===== src/lspt_pkg.sv =====
// Shared types, register indexes and frame decode tables for the line sensor tracker.
// No dependencies; imported by lspt_classify, the top level and the checker.
package lspt_pkg;

   localparam int SENSOR_WIDTH = 8;
   localparam int FRAME_WIDTH  = 4;
   localparam int POS_WIDTH    = 3;
   localparam int COUNT_WIDTH  = 8;
   localparam int CONF_WIDTH   = 7;
   localparam int CSR_IDX_WIDTH = 2;
   localparam int CSR_DATA_WIDTH = 8;
   localparam int STEP_WIDTH   = 3;

   localparam logic [CSR_IDX_WIDTH-1:0] CSR_ADJACENT_STEP      = 2'd0;
   localparam logic [CSR_IDX_WIDTH-1:0] CSR_JUMP_ACCEPT_FRAMES = 2'd1;

   localparam logic [STEP_WIDTH-1:0]     ADJACENT_STEP_RESET = 3'd1;
   localparam logic [COUNT_WIDTH-1:0]    JUMP_ACCEPT_RESET   = 8'd3;
   localparam logic [COUNT_WIDTH-1:0]    COUNT_MAX           = 8'hFF;

   localparam logic [CONF_WIDTH-1:0] CONF_NONE   = 7'd0;
   localparam logic [CONF_WIDTH-1:0] CONF_WIDE   = 7'd45;
   localparam logic [CONF_WIDTH-1:0] CONF_EDGE   = 7'd55;
   localparam logic [CONF_WIDTH-1:0] CONF_PAIR   = 7'd80;
   localparam logic [CONF_WIDTH-1:0] CONF_INNER  = 7'd90;
   localparam logic [CONF_WIDTH-1:0] CONF_CENTER = 7'd100;

   typedef enum logic [1:0] {
      PT_POSITION = 2'd0,
      PT_WIDE     = 2'd1,
      PT_LOST     = 2'd2,
      PT_NOISE    = 2'd3
   } pattern_type_type;

   typedef struct packed {
      pattern_type_type              ptype;
      logic signed [POS_WIDTH-1:0]   mean;
      logic [CONF_WIDTH-1:0]         conf;
      logic                          reliable;
   } frame_info_type;

   function automatic pattern_type_type frame_class(input logic [FRAME_WIDTH-1:0] bits);
      pattern_type_type result;
      unique case (bits)
         4'h0:                               result = PT_LOST;
         4'h5, 4'h9, 4'hA, 4'hB, 4'hD:       result = PT_NOISE;
         4'h7, 4'hE, 4'hF:                   result = PT_WIDE;
         default:                            result = PT_POSITION;
      endcase
      return result;
   endfunction

   function automatic logic signed [POS_WIDTH-1:0] frame_mean(
      input logic [FRAME_WIDTH-1:0] bits);
      logic signed [POS_WIDTH-1:0] result;
      unique case (bits)
         4'h1:       result = -3'sd3;
         4'h2, 4'h7: result = -3'sd1;
         4'h3:       result = -3'sd2;
         4'h4, 4'hE: result = 3'sd1;
         4'h8:       result = 3'sd3;
         4'hC:       result = 3'sd2;
         default:    result = 3'sd0;
      endcase
      return result;
   endfunction

   function automatic logic [CONF_WIDTH-1:0] frame_conf(input logic [FRAME_WIDTH-1:0] bits);
      logic [CONF_WIDTH-1:0] result;
      unique case (bits)
         4'h6:       result = CONF_CENTER;
         4'h2, 4'h4: result = CONF_INNER;
         4'h3, 4'hC: result = CONF_PAIR;
         4'h1, 4'h8: result = CONF_EDGE;
         default:    result = CONF_NONE;
      endcase
      return result;
   endfunction

endpackage


===== src/line_sensor_position_tracker_unit.sv =====
// Top level of the line sensor position tracker: input register, tracking state, result register.
// Depends on lspt_pkg and lspt_classify.
// An accepted word passes the input register and then the result register before it reaches rsp_.
// Throughput: one word per cycle while rsp_ready stays high; the tracking state updates
// as a frame moves from the input register into the result register.
// Reset: synchronous, active high; clears tracking state, registers to 1 and 3.
module line_sensor_position_tracker_unit import lspt_pkg::*; (
   input  logic                              clock,
   input  logic                              reset,
   input  logic                              req_valid,
   output logic                              req_ready,
   input  logic [SENSOR_WIDTH-1:0]           req_sensor_bits,
   output logic                              rsp_valid,
   input  logic                              rsp_ready,
   output logic [1:0]                        rsp_pattern_type,
   output logic signed [POS_WIDTH-1:0]       rsp_stable_position,
   output logic signed [POS_WIDTH-1:0]       rsp_candidate_position,
   output logic [COUNT_WIDTH-1:0]            rsp_candidate_count,
   output logic [FRAME_WIDTH-1:0]            rsp_masked_bits,
   output logic signed [POS_WIDTH-1:0]       rsp_mean_error,
   output logic [CONF_WIDTH-1:0]             rsp_confidence,
   output logic                              rsp_reliable,
   input  logic                              csr_we,
   input  logic [CSR_IDX_WIDTH-1:0]          csr_index,
   input  logic [CSR_DATA_WIDTH-1:0]         csr_wdata
);

   logic [STEP_WIDTH-1:0]          adjacent_step_ff;
   logic [COUNT_WIDTH-1:0]         jump_accept_ff;

   logic                           in_valid_ff;
   logic [FRAME_WIDTH-1:0]         in_bits_ff;

   logic                           have_stable_ff, have_stable_in;
   logic signed [POS_WIDTH-1:0]    stable_pos_ff, stable_pos_in;
   logic signed [POS_WIDTH-1:0]    cand_pos_ff, cand_pos_in;
   logic [COUNT_WIDTH-1:0]         cand_frames_ff, cand_frames_in;

   logic                           rsp_valid_ff;
   logic [1:0]                     rsp_type_ff;
   logic signed [POS_WIDTH-1:0]    rsp_stable_ff, rsp_cand_ff, rsp_mean_ff;
   logic [COUNT_WIDTH-1:0]         rsp_count_ff;
   logic [FRAME_WIDTH-1:0]         rsp_bits_ff;
   logic [CONF_WIDTH-1:0]          rsp_conf_ff;
   logic                           rsp_rel_ff;

   frame_info_type                 info;
   logic                           out_free;
   logic                           advance;
   logic signed [POS_WIDTH:0]      delta;
   logic [POS_WIDTH-1:0]           delta_abs;
   logic                           cand_hit;

   lspt_classify u_classify (
      .frame_bits (in_bits_ff),
      .frame_info (info)
   );

   assign out_free  = !rsp_valid_ff || rsp_ready;
   assign advance   = in_valid_ff && out_free;
   assign req_ready = !in_valid_ff || out_free;

   assign delta     = {info.mean[POS_WIDTH-1], info.mean}
                    - {stable_pos_ff[POS_WIDTH-1], stable_pos_ff};
   assign delta_abs = delta[POS_WIDTH] ? POS_WIDTH'(-delta) : delta[POS_WIDTH-1:0];
   assign cand_hit  = (info.mean == cand_pos_ff) && (cand_frames_ff != '0);

   always_comb begin
      have_stable_in = have_stable_ff;
      stable_pos_in  = stable_pos_ff;
      cand_pos_in    = cand_pos_ff;
      cand_frames_in = cand_frames_ff;
      unique case (info.ptype)
         PT_WIDE: begin
            cand_pos_in    = info.mean;
            cand_frames_in = COUNT_WIDTH'(1);
         end
         PT_LOST, PT_NOISE: begin
            cand_pos_in    = stable_pos_ff;
            cand_frames_in = '0;
         end
         PT_POSITION: begin
            if (cand_hit) begin
               cand_frames_in = (cand_frames_ff == COUNT_MAX) ? COUNT_MAX
                                                              : cand_frames_ff + 1'b1;
            end else begin
               cand_pos_in    = info.mean;
               cand_frames_in = COUNT_WIDTH'(1);
            end
            if (!have_stable_ff || (delta_abs <= adjacent_step_ff) ||
                (cand_frames_in >= jump_accept_ff)) begin
               stable_pos_in  = info.mean;
               have_stable_in = 1'b1;
            end
         end
         default: begin
            cand_pos_in = cand_pos_ff;
         end
      endcase
   end

   always_ff @(posedge clock) begin
      if (reset) begin
         adjacent_step_ff <= ADJACENT_STEP_RESET;
         jump_accept_ff   <= JUMP_ACCEPT_RESET;
         in_valid_ff      <= 1'b0;
         rsp_valid_ff     <= 1'b0;
         have_stable_ff   <= 1'b0;
         stable_pos_ff    <= '0;
         cand_pos_ff      <= '0;
         cand_frames_ff   <= '0;
      end else begin
         if (csr_we) begin
            unique case (csr_index)
               CSR_ADJACENT_STEP:      adjacent_step_ff <= csr_wdata[STEP_WIDTH-1:0];
               CSR_JUMP_ACCEPT_FRAMES: jump_accept_ff   <= csr_wdata[COUNT_WIDTH-1:0];
               default:                adjacent_step_ff <= adjacent_step_ff;
            endcase
         end
         if (req_ready) begin
            in_valid_ff <= req_valid;
         end
         if (out_free) begin
            rsp_valid_ff <= in_valid_ff;
         end
         if (advance) begin
            have_stable_ff <= have_stable_in;
            stable_pos_ff  <= stable_pos_in;
            cand_pos_ff    <= cand_pos_in;
            cand_frames_ff <= cand_frames_in;
         end
      end
   end

   always_ff @(posedge clock) begin
      if (req_valid && req_ready) begin
         in_bits_ff <= req_sensor_bits[FRAME_WIDTH-1:0];
      end
      if (advance) begin
         rsp_type_ff   <= info.ptype;
         rsp_stable_ff <= stable_pos_in;
         rsp_cand_ff   <= cand_pos_in;
         rsp_count_ff  <= cand_frames_in;
         rsp_bits_ff   <= in_bits_ff;
         rsp_mean_ff   <= info.reliable ? info.mean : stable_pos_in;
         rsp_conf_ff   <= info.conf;
         rsp_rel_ff    <= info.reliable;
      end
   end

   assign rsp_valid              = rsp_valid_ff;
   assign rsp_pattern_type       = rsp_type_ff;
   assign rsp_stable_position    = rsp_stable_ff;
   assign rsp_candidate_position = rsp_cand_ff;
   assign rsp_candidate_count    = rsp_count_ff;
   assign rsp_masked_bits        = rsp_bits_ff;
   assign rsp_mean_error         = rsp_mean_ff;
   assign rsp_confidence         = rsp_conf_ff;
   assign rsp_reliable           = rsp_rel_ff;

endmodule


===== src/lspt_classify.sv =====
// Frame classifier: run type, mean position and confidence of one four-bit frame.
// Depends on lspt_pkg.
module lspt_classify import lspt_pkg::*; (
   input  logic [FRAME_WIDTH-1:0] frame_bits,
   output frame_info_type         frame_info
);

   pattern_type_type ptype;

   assign ptype = frame_class(frame_bits);

   always_comb begin
      frame_info.ptype    = ptype;
      frame_info.mean     = frame_mean(frame_bits);
      frame_info.reliable = (ptype == PT_POSITION) || (ptype == PT_WIDE);
      unique case (ptype)
         PT_POSITION: frame_info.conf = frame_conf(frame_bits);
         PT_WIDE:     frame_info.conf = CONF_WIDE;
         PT_LOST,
         PT_NOISE:    frame_info.conf = CONF_NONE;
         default:     frame_info.conf = CONF_NONE;
      endcase
   end

endmodule


===== config.mk =====
export PLATFORM = sky130hd
export DESIGN_NAME = line_sensor_position_tracker_unit
export DESIGN_NICKNAME = d
export VERILOG_FILES = /design/src/lspt_pkg.sv /design/src/line_sensor_position_tracker_unit.sv /design/src/lspt_classify.sv
export SDC_FILE = /design/constraint.sdc
export NUM_CORES = 1
export LEC_CHECK = 0
export BUFFER_PORTS_ARGS = -buffer_cell sky130_fd_sc_hd__buf_4
export CAP_MARGIN = 10
export CORE_MARGIN = 10
export CORE_UTILIZATION = 40
export CTS_CLUSTER_SIZE = 28
export DETAILED_ROUTE_END_ITERATION = 12
export PLACE_DENSITY = 0.69
export SLEW_MARGIN = 20
export SYNTH_ARGS = -nofsm -noshare
export SYNTH_HDL_FRONTEND = slang
export SYNTH_SLANG_ARGS = --single-unit

===== constraint.sdc =====
create_clock -name clock -period 3.4 [get_ports clock]
set_input_delay 0.34 -clock clock [delete_from_list [all_inputs] [get_ports clock]]
set_output_delay 0.34 -clock clock [all_outputs]
set_load 0.02 [all_outputs]

==> results of run 1 <==
==> critical path: cells and delay by family, from the launching register on <==
family,cells,cell delay [ps]
buf+inv,3,160
flops,1,370
mux,2,580
fa+ha+maj,4,1120
compound gates,2,440
simple gates,2,300
==> metrics by stage <==
| stage | instances | area (µm²) | hold WS (ps) | total power [mW] | worst slack [ps] |
|---|---|---|---|---|---|
| 2_1_floorplan | 334 | 3410 | 424 | 1.21 | 192 |
| 3_3_place_gp | 481 | 3900 | 446 | 1.32 | 181 |
| 4_1_cts | 497 | 4170 | 164 | 2.20 | 59.8 |
| 3_5_place_dp | 481 | 3900 | 459 | 1.33 | 104 |
| 6_report | 497 | 4190 | 172 | 2.20 | 161 |
| 5_1_grt | 497 | 4190 | 163 | 2.29 | 28.7 |
==> power groups by stage <==
stage          sequential, mW  clock (mW)  combinational, mW
3_3_place_gp            0.961           0              0.356
6_report                0.948       0.876              0.372
5_1_grt                 0.954       0.921              0.417
4_1_cts                 0.946       0.888              0.370
3_5_place_dp            0.963           0              0.367
2_1_floorplan           0.982           0              0.227
==> sequential cells by signal, indices dropped and copies added (netlist names), 3 cells and up <==
register / cells
cand_pos_ff: 3
rsp_candidate_position: 3
rsp_masked_bits: 4
rsp_mean_error: 3
jump_accept_ff: 8
in_bits_ff: 4
u_classify.frame_info: 3
rsp_candidate_count: 8
adjacent_step_ff: 3
stable_pos_ff: 3
rsp_stable_position: 3
rsp_confidence: 6
cand_frames_ff: 8
==> worst max path at each step <==
| stage | start | end | slack (ps) | depth (start not counted) |
|---|---|---|---|---|
| after floorplan | u_classify.frame_info[8] | rsp_stable_position[0] | 190 | 13 |
| after global placement | u_classify.frame_info[8] | rsp_stable_position[0] | 180 | 13 |
| after detailed placement | u_classify.frame_info[8] | rsp_stable_position[0] | 100 | 13 |
| after CTS | u_classify.frame_info[8] | rsp_stable_position[0] | 60 | 13 |
| after global routing | u_classify.frame_info[8] | rsp_stable_position[0] | 30 | 13 |
| final | u_classify.frame_info[8] | rsp_stable_position[0] | 160 | 13 |
==> area by class of cell <==
cell class / instances / area, µm² / share of cell area (%)
Multi-Input combinational cell: 226 / 1590 / 37.9
Clock inverter: 6 / 138 / 3.29
Tap cell: 105 / 131 / 3.14
Sequential cell: 67 / 1690 / 40.3
Inverter: 28 / 105 / 2.51
Timing Repair Buffer: 55 / 413 / 9.86
Clock buffer: 10 / 128 / 3.05
==> routing by layer <==
layer,share of wire [%],up-vias,track usage (%),wire (µm)
li1,-,1273,-,-
met1,46,1173,14.8,3350
met2,46,69,17.5,3320
met3,5.9,10,3.99,424
met4,1.8,0,6.09,129
met5,0,-,0,0
==> layout by cell type, fill, tap and decap left out, drive strengths merged, types with 10 or more instances in the layout <==
cell     n
nor2    45
edfxtp  34
dfxtp   33
buf     55
a21oi   20
nor3    10
clkbuf  10
mux2i   24
o21ai   10
inv     27
nand2   22
ha      22
==> kinds of logic (layout without fill, tap and decap cells) <==
| family | count (synthesis) | after routing |
|---|---|---|
| flops | 67 | 67 |
| xor+xnor | 12 | 12 |
| compound gates | 52 | 52 |
| buf+inv | 41 | 99 |
| fa+ha+maj | 23 | 23 |
| mux | 31 | 31 |
| simple gates | 108 | 108 |
==> timing repair <==
| item | CTS | global route |
|---|---|---|
| setup endpoints to repair | 0 | 2 |
| resized for setup | 0 | 6 |
| setup buffers | 0 | 0 |
==> flow_summary_export.csv, run 1 <==
group,metric,value,unit
logic_synthesis,synth_simple_gate_area_share,14.7,%
routing,detail_route.first_pass.iterations,4,
worst_hold_path,worst_hold_launch,"req_sensor_bits[3]",
timing,report.final.slew_viol_count,0,
floorplanning,floorplan.io_pins,56,
logic_synthesis,ys_top_cells_by_area,"edfxtp_1 30%, dfxtp_1 19%, ha_1 8.1%, mux2i_1 6.7%, nor2_1 5.0%",
logic_synthesis,synth_top_family_by_area,"simple AND/OR/NAND/NOR gates",
floorplanning,design.die.area,0.0126,mm²
routing,finalWirelength,7220,µm
global_routing,number_of_antenna_violations_at_the_first_check_in_global_routing,0,
routing,antenna_left,0,
logic_synthesis,yosysMostFrequentCell,"nor2_1",
setup_path,setup_slack_reg_to_reg,160,ps
logic_synthesis,yosys_most_used_dff,"edfxtp_1",
floorplanning,start_util,41.3,%
setup_path,cp.arrival,3340,ps
clock_tree,count_of_clock_tree_sinks,67,
worst_hold_path,whs_endpoint,"in_bits_ff[3]",
routing,drt_iter0_drc,105,
clock_tree,tritoncts,"yes",
timing,finalSetupViolCount,0,
power,share_comb_of_total_power,16.9,%
power,leakagePower,1.71,nW
floorplanning,floorplan.core_area,0.00826,mm²
layout,diodes,0,
placed_design,detailedPlacementHpwl,5340,µm
logic_synthesis,post_synth_edffs,34,
setup_path,startpoint_type,"flop",
clock_tree,number_of_buffers_added_by_the_clock_tree_synthesis_step,9,
clock_tree,clock_latency,350,ps
job,drv.max_cap_violation_count,0,
logic_synthesis,synth-compound-area-share,9.79,%
clock_tree,htreeDepth,3,
worst_hold_path,worstHoldPathCells,1,
logic_synthesis,synth_top_area_share,29.9,%
global_routing,combined_global_route_utilization_of_all_metal_layers,11.8,%
global_routing,grt_max_degree,31,
clock_tree,cts-hold-fix-buffers,0,
floorplanning,floorplan.die.height,112,µm
setup_path,critical_path_required,3500,ps
timing,post-route-period-util,95.3,%
setup_path,rr_startpoint,"u_classify.frame_info[8]",
clock_tree,clk_buf_depth,2,
power,cell_internal_pwr,1.65,mW
setup_path,worst-path-max-fanout,4,
logic_synthesis,syn-cell-area,0.00341,mm²
logic_synthesis,xor_xnor_share_of_the_synthesized_area,3.08,%
logic_synthesis,synth.mux.area_fraction,9.83,%
global_routing,grt_pass1_wl,12300,µm
setup_path,r2r_end,"rsp_stable_position[0]",
logic_synthesis,async_flop_share,0,%
logic_synthesis,synth-seq-cells,67,
timing,final_period_minus_worst_setup_slack,3240,ps
logic_synthesis,synth-warning-count,0,
logic_synthesis,synth-adder-area-share,8.65,%
global_routing,number_of_global_route_vias_before_repair,2589,
setup_path,cpPeakStageDelay,500,ps
power,power_per_cell_area,524,mW/mm²
worst_hold_path,hold_path.class,"input pin to flop",
logic_synthesis,synth-seq-area-share,49.3,%
clock_tree,clk_pin_slew_worst_paths,80,ps
timing,timing.setup.tns,0,ps
timing,achievable-frequency,0.309,GHz
setup_path,cp_cell_sequence,"inv_2 -> ha_1 -> inv_1 -> fa_1 -> inv_1 -> ha_1 -> mux2_2 -> ha_4 -> nor2b_1 -> o21a_1 -> o32ai_2 -> or2_4 -> mux2_4",
timing,worst-slew-pin-transition,553,ps
logic_synthesis,synth_commonest_cells,"45 x nor2_1, 34 x edfxtp_1, 33 x dfxtp_1",
power,seqPwrFrac,43.2,%
setup_path,crit_slowest_cell,"fa_1",
power,peak_supply_drop,241,µV
routing,dr_total_vias,2525,
setup_path,worst_setup_path_end_kind,"flop",
placed_design,buffer_ports.inserted,51,
timing,max_slew_margin,62.1,%
layout,nets,433,
routing,vias_per_cell,5.08,
logic_synthesis,synthesis.instances,334,
setup_path,timing.setup.critical_path_class,"flop to flop",
power,clock_power_share,39.9,%
status,outcome,"completed",
logic_synthesis,synth.net_count,380,
timing,finalHoldViolCount,0,
floorplanning,die_w,112,µm
power,power.switching,550,µW
timing,timing.clock.skew,11.9,ps
global_routing,overflow,0,
layout,filler_cell_count,740,
placed_design,gp_congestion,0.814,
layout,syn2layout_area_growth,22.7,%
clock_tree,cts_root_buffer,"clkbuf_8",
layout,utilization,50.7,%
layout,final_layout_size_suffix_gt1_share,23.0,%
floorplanning,floorplan.rows,33,
power,p_sw_share,25.1,%
logic_synthesis,yosys.cell_types.count,45,
timing,unrepaired_setup_endpoints_after_global_routing,"false",
routing,post-route-drc-count,0,
setup_path,r2r_cells,13,
logic_synthesis,synth.avg_cell_area,10.2,µm²
routing,post_drt_wl_per_cell,14.5,µm
logic_synthesis,yosysTopAreaCell,"edfxtp_1",
No activity file was read; power rests on OpenSTA's default activity.
==> run 2: changes to the inputs <==
- CTS_BUF_LIST: not set -> sky130_fd_sc_hd__clkbuf_2
==> flow_summary_export.csv, run 2 (synthesized netlist as in run 1, its figures left out) <==
group,metric,value,unit
timing,report.final.slew_viol_count,0,
layout,utilization,50.4,%
global_routing,grt_max_degree,31,
placed_design,buffer_ports.inserted,51,
floorplanning,floorplan.io_pins,56,
setup_path,timing.setup.critical_path_class,"flop to flop",
power,clock_power_share,34.1,%
layout,commonest_non_fill_non_tap_cells_in_the_layout,"57 x buf_4, 45 x nor2_1, 34 x edfxtp_1",
layout,nets,439,
power,p_sw_share,26.5,%
global_routing,grt_pass1_wl,12400,µm
layout,mostFrequentLayoutCell,"buf_4",
floorplanning,design.die.area,0.0126,mm²
global_routing,number_of_global_route_vias_before_repair,2612,
timing,max_slew_margin,62.1,%
floorplanning,start_util,41.3,%
power,cell_internal_pwr,1.49,mW
setup_path,kind_of_cell_adding_the_most_delay_to_the_critical_path,"adder cells",
timing,timing.clock.skew,37.9,ps
routing,antenna_left,0,
layout,diodes,0,
power,peak_supply_drop,242,µV
timing,final_period_minus_worst_setup_slack,3280,ps
routing,post_drt_wl_per_cell,14.5,µm
clock_tree,htreeDepth,3,
routing,dr_total_vias,2559,
worst_hold_path,worst_hold_launch,"csr_wdata[6]",
routing,finalWirelength,7310,µm
placed_design,gp_congestion,0.814,
layout,postLayoutCellArea,0.00417,mm²
timing,finalHoldViolCount,0,
setup_path,cpPeakStageDelay,500,ps
clock_tree,clock_latency,500,ps
routing,vias_per_cell,5.09,
setup_path,critical_path_required,3660,ps
timing,post-route-period-util,96.6,%
timing,timing.setup.tns,0,ps
setup_path,crit_slowest_cell,"fa_1",
global_routing,overflow,0,
setup_path,timing.critical_path.depth,13,
timing,unrepaired_setup_endpoints_after_global_routing,"false",
setup_path,rr_startpoint,"u_classify.frame_info[8]",
setup_path,cp_cell_sequence,"inv_2 -> ha_2 -> inv_1 -> fa_1 -> inv_1 -> ha_1 -> mux2_2 -> ha_4 -> nor2b_1 -> o21a_1 -> o32ai_2 -> or2_4 -> mux2_4",
global_routing,number_of_antenna_violations_at_the_first_check_in_global_routing,0,
clock_tree,tritoncts,"yes",
clock_tree,clk_buf_depth,2,
power,power.switching,535,µW
routing,detail_route.first_pass.iterations,4,
clock_tree,count_of_clock_tree_sinks,67,
job,drv.max_cap_violation_count,0,
clock_tree,clk_pin_slew_worst_paths,220,ps
layout,final_non_filler_cell_total,503,
timing,worst-slew-pin-transition,553,ps
placed_design,detailedPlacementHpwl,5340,µm
setup_path,worst_setup_path_end_kind,"flop",
worst_hold_path,worstHoldPathCells,3,
placed_design,place_area,0.00390,mm²
layout,syn2layout_area_growth,22.1,%
power,power,2.02,mW
power,leakagePower,1.71,nW
floorplanning,floorplan.core_area,0.00826,mm²
status,outcome,"completed",
floorplanning,floorplan.die.height,112,µm
routing,post-route-drc-count,0,
timing,finalSetupViolCount,0,
power,seqPwrFrac,46.8,%
setup_path,cp-startpoint,"u_classify.frame_info[8]",
routing,drt_iter0_drc,133,
floorplanning,floorplan.rows,33,
setup_path,worstPathBufferInverterCount,3,
setup_path,dominant_cell_type_by_count_on_the_critical_path,"inv_1",
setup_path,r2r_cells,13,
floorplanning,die_w,112,µm
clock_tree,cts_root_buffer,"clkbuf_2",
layout,filler_cell_count,747,
power,share_comb_of_total_power,19.1,%
setup_path,cp.arrival,3540,ps
placed_design,placed_cells_incl_taps,481,
setup_path,startpoint_type,"flop",
timing,achievable-frequency,0.305,GHz
power,power_per_cell_area,486,mW/mm²
worst_hold_path,hold_path.class,"input pin to flop",
clock_tree,number_of_buffers_added_by_the_clock_tree_synthesis_step,9,
layout,final_layout_size_suffix_gt1_share,23.4,%
setup_path,worst-path-max-fanout,3,
global_routing,combined_global_route_utilization_of_all_metal_layers,11.6,%
run 2: final timing paths:
| kind | end | slack [ps] |
|---|---|---|
| worst max register to register | rsp_stable_position[0] | 120 |
| worst min register to register | rsp_valid | 460 |
| worst max-delay path | rsp_stable_position[0] | 120 |
| worst min-delay path | jump_accept_ff[6] | 70 |
run 2: per-stage QoR:
stage	hold WS, ps	setup WS [ps]
2_1_floorplan	424	192
3_5_place_dp	459	104
5_1_grt	36.9	6.79
4_1_cts	0.792	32.5
6_report	72.1	117
3_3_place_gp	446	181
run 2: what timing repair did:
action,in CTS,in global routing
hold endpoints to repair,3,1
endpoints found under the setup margin,0,2
resized for setup,0,6
hold buffers,3,1
buffers inserted,0,2
run 2: layout make-up:
cell class	instances	area, µm²	share of cell area (%)
Inverter	28	105	2.52
Multi-Input combinational cell	226	1590	38.1
Sequential cell	67	1690	40.5
Clock inverter	6	138	3.30
Tap cell	105	131	3.15
Timing Repair Buffer	61	468	11.2
Clock buffer	10	50.0	1.20
run 2: layer usage:
layer  global-route usage, %  share of wire [%]
met5                       0                  0
met4                    4.82                1.6
met3                    3.51                5.3
met2                    17.8                 46
met1                    14.9                 47
run 2: worst reg2reg max path, delay by kind of cell (launching register included):
kind,cells,cell delay [ps]
compound gates,2,440
fa+ha+maj,4,1140
buf+inv,3,170
flops,1,400
mux,2,580
simple gates,2,300
run 2: power by group through the flow:
stage          Combinational (mW)  Clock, mW  Sequential (mW)
2_1_floorplan               0.227          0            0.982
3_3_place_gp                0.356          0            0.961
3_5_place_dp                0.367          0            0.963
4_1_cts                     0.373      0.698            0.946
5_1_grt                     0.431      0.735            0.953
6_report                    0.386      0.691            0.947
==> run 3: changes to the inputs <==
--- a/constraint.sdc
+++ b/constraint.sdc
@@ -3,2 +3,2 @@
 set_output_delay 0.34 -clock clock [all_outputs]
-set_load 0.02 [all_outputs]
+set_load 0.1 [all_outputs]
==> flow_summary_export.csv, run 3 (synthesized netlist as in run 1, its figures left out) <==
group,metric,value,unit
status,outcome,"completed",
clock_tree,clk_buf_depth,2,
setup_path,r2r_end,"rsp_stable_position[0]",
timing,setup_ws,137,ps
floorplanning,design.die.area,0.0126,mm²
setup_path,timing.setup.critical_path_class,"flop to flop",
placed_design,detailedPlace.worstSlack,130,ps
global_routing,number_of_antenna_violations_at_the_first_check_in_global_routing,0,
layout,mostFrequentLayoutCell,"buf_4",
worst_hold_path,worstHoldPathCells,1,
setup_path,rr_startpoint,"u_classify.frame_info[8]",
clock_tree,count_of_clock_tree_sinks,67,
layout,final_non_filler_cell_total,499,
global_routing,grt_max_degree,32,
setup_path,startpoint_type,"flop",
routing,wl_met3,446,µm
layout,nets,435,
routing,finalWirelength,7040,µm
timing,finalSetupViolCount,0,
global_routing,number_of_global_route_vias_before_repair,2538,
layout,utilization,48.8,%
clock_tree,clk_pin_slew_worst_paths,170,ps
placed_design,gp_congestion,0.824,
timing,post-route-period-util,96.0,%
setup_path,worstPathBufferInverterCount,3,
power,leakagePower,1.66,nW
setup_path,setup_slack_reg_to_reg,140,ps
timing,unrepaired_setup_endpoints_after_global_routing,"false",
floorplanning,die_w,112,µm
global_routing,overflow,0,
worst_hold_path,whs_endpoint,"in_bits_ff[2]",
clock_tree,tritoncts,"yes",
power,power,1.89,mW
worst_hold_path,worst_hold_launch,"req_sensor_bits[2]",
placed_design,placed_cells_incl_taps,480,
routing,detail_route.first_pass.iterations,4,
floorplanning,start_util,41.3,%
worst_hold_path,hold_path.class,"input pin to flop",
clock_tree,htreeDepth,3,
clock_tree,post_cts.repair.setup_buffers,0,
timing,finalHoldViolCount,0,
timing,report.final.slew_viol_count,0,
floorplanning,floorplan.die.height,112,µm
floorplanning,floorplan.core_area,0.00826,mm²
timing,worst-slew-pin-transition,622,ps
placed_design,detailedPlacementHpwl,5330,µm
routing,wirelength_met1,3270,µm
routing,vias_per_cell,5.07,
layout,diodes,0,
clock_tree,cts_root_buffer,"clkbuf_2",
clock_tree,number_of_buffers_added_by_the_clock_tree_synthesis_step,9,
power,peak_supply_drop,215,µV
clock_tree,clock_latency,480,ps
global_routing,combined_global_route_utilization_of_all_metal_layers,11.4,%
routing,antenna_left,0,
floorplanning,floorplan.rows,33,
setup_path,kind_of_cell_adding_the_most_delay_to_the_critical_path,"adder cells",
routing,met2_length,3200,µm
global_routing,grt_pass1_wl,12100,µm
layout,final_layout_size_suffix_gt1_share,21.8,%
setup_path,cpPeakStageDelay,510,ps
setup_path,r2r_cells,13,
routing,route.top_layer_used,"met4",
setup_path,cp_cell_sequence,"inv_1 -> ha_1 -> inv_1 -> fa_1 -> inv_1 -> ha_1 -> mux2_2 -> ha_1 -> nand3_1 -> nand4b_1 -> o21a_1 -> or2_4 -> mux2_4",
setup_path,cp.arrival,3510,ps
setup_path,worst-path-max-fanout,6,
placed_design,buffer_ports.inserted,51,
layout,filler_cell_count,791,
floorplanning,floorplan.io_pins,56,
timing,max_slew_margin,58.5,%
setup_path,critical_path_required,3650,ps
setup_path,worst_setup_path_end_kind,"flop",
timing,achievable-frequency,0.306,GHz
layout,commonest_non_fill_non_tap_cells_in_the_layout,"54 x buf_4, 45 x nor2_1, 34 x edfxtp_1",
layout,syn2layout_area_growth,18.2,%
routing,post-route-drc-count,0,
power,power_per_cell_area,470,mW/mm²
timing,timing.clock.skew,30.7,ps
routing,post_drt_wl_per_cell,14.1,µm
timing,final_period_minus_worst_setup_slack,3260,ps
setup_path,crit_slowest_cell,"fa_1",
timing,timing.setup.tns,0,ps
job,drv.max_cap_violation_count,0,
routing,drt_iter0_drc,134,
setup_path,timing.critical_path.depth,13,
routing,dr_total_vias,2528,
run 3: what timing repair did:
action                                  CTS  global route
hold buffers                              0             3
endpoints found under the setup margin    0             1
hold endpoints to repair                  0             3
resized for setup                         0             1
run 3: layout make-up:
cell class              count  area (µm²)  share of cell area, %
clock buffers              12        60.1                   1.49
multi-input cells         226        1570                   39.0
inverters                  28         105                   2.61
well taps                 105         131                   3.26
repair buffers             57         435                   10.8
clock inverters             4        43.8                   1.09
flip-flops and latches     67        1680                   41.8
run 3: per-layer routing:
metal | vias to the layer above | track usage (%)
li1 | 1279 | -
met1 | 1178 | 14.3
met2 | 57 | 18.0
met3 | 14 | 3.51
met4 | 0 | 3.98
met5 | - | 0
run 3: through the flow:
step / hold WS [ps] / instance area (µm²)
3_3_place_gp: 438 / 3900
5_1_grt: 11.0 / 4030
2_1_floorplan: 424 / 3410
3_5_place_dp: 464 / 3900
6_report: 55.2 / 4030
4_1_cts: 7.55 / 4000
run 3: report_power, final:
group	switching (mW)	internal (mW)
Clock	0.263	0.175
Combinational	0.333	0.169
Sequential	0.0457	0.908
run 3: worst max path at each step:
stage | from | end | slack, ps
floorplan | rsp_valid | u_classify.frame_info[9] | 6
global placement | u_classify.frame_info[8] | rsp_stable_position[0] | 180
detailed placement | u_classify.frame_info[8] | rsp_stable_position[0] | 130
CTS | u_classify.frame_info[8] | rsp_stable_position[0] | 100
global route | u_classify.frame_info[8] | rsp_stable_position[0] | 10
finish | u_classify.frame_info[8] | rsp_stable_position[0] | 140
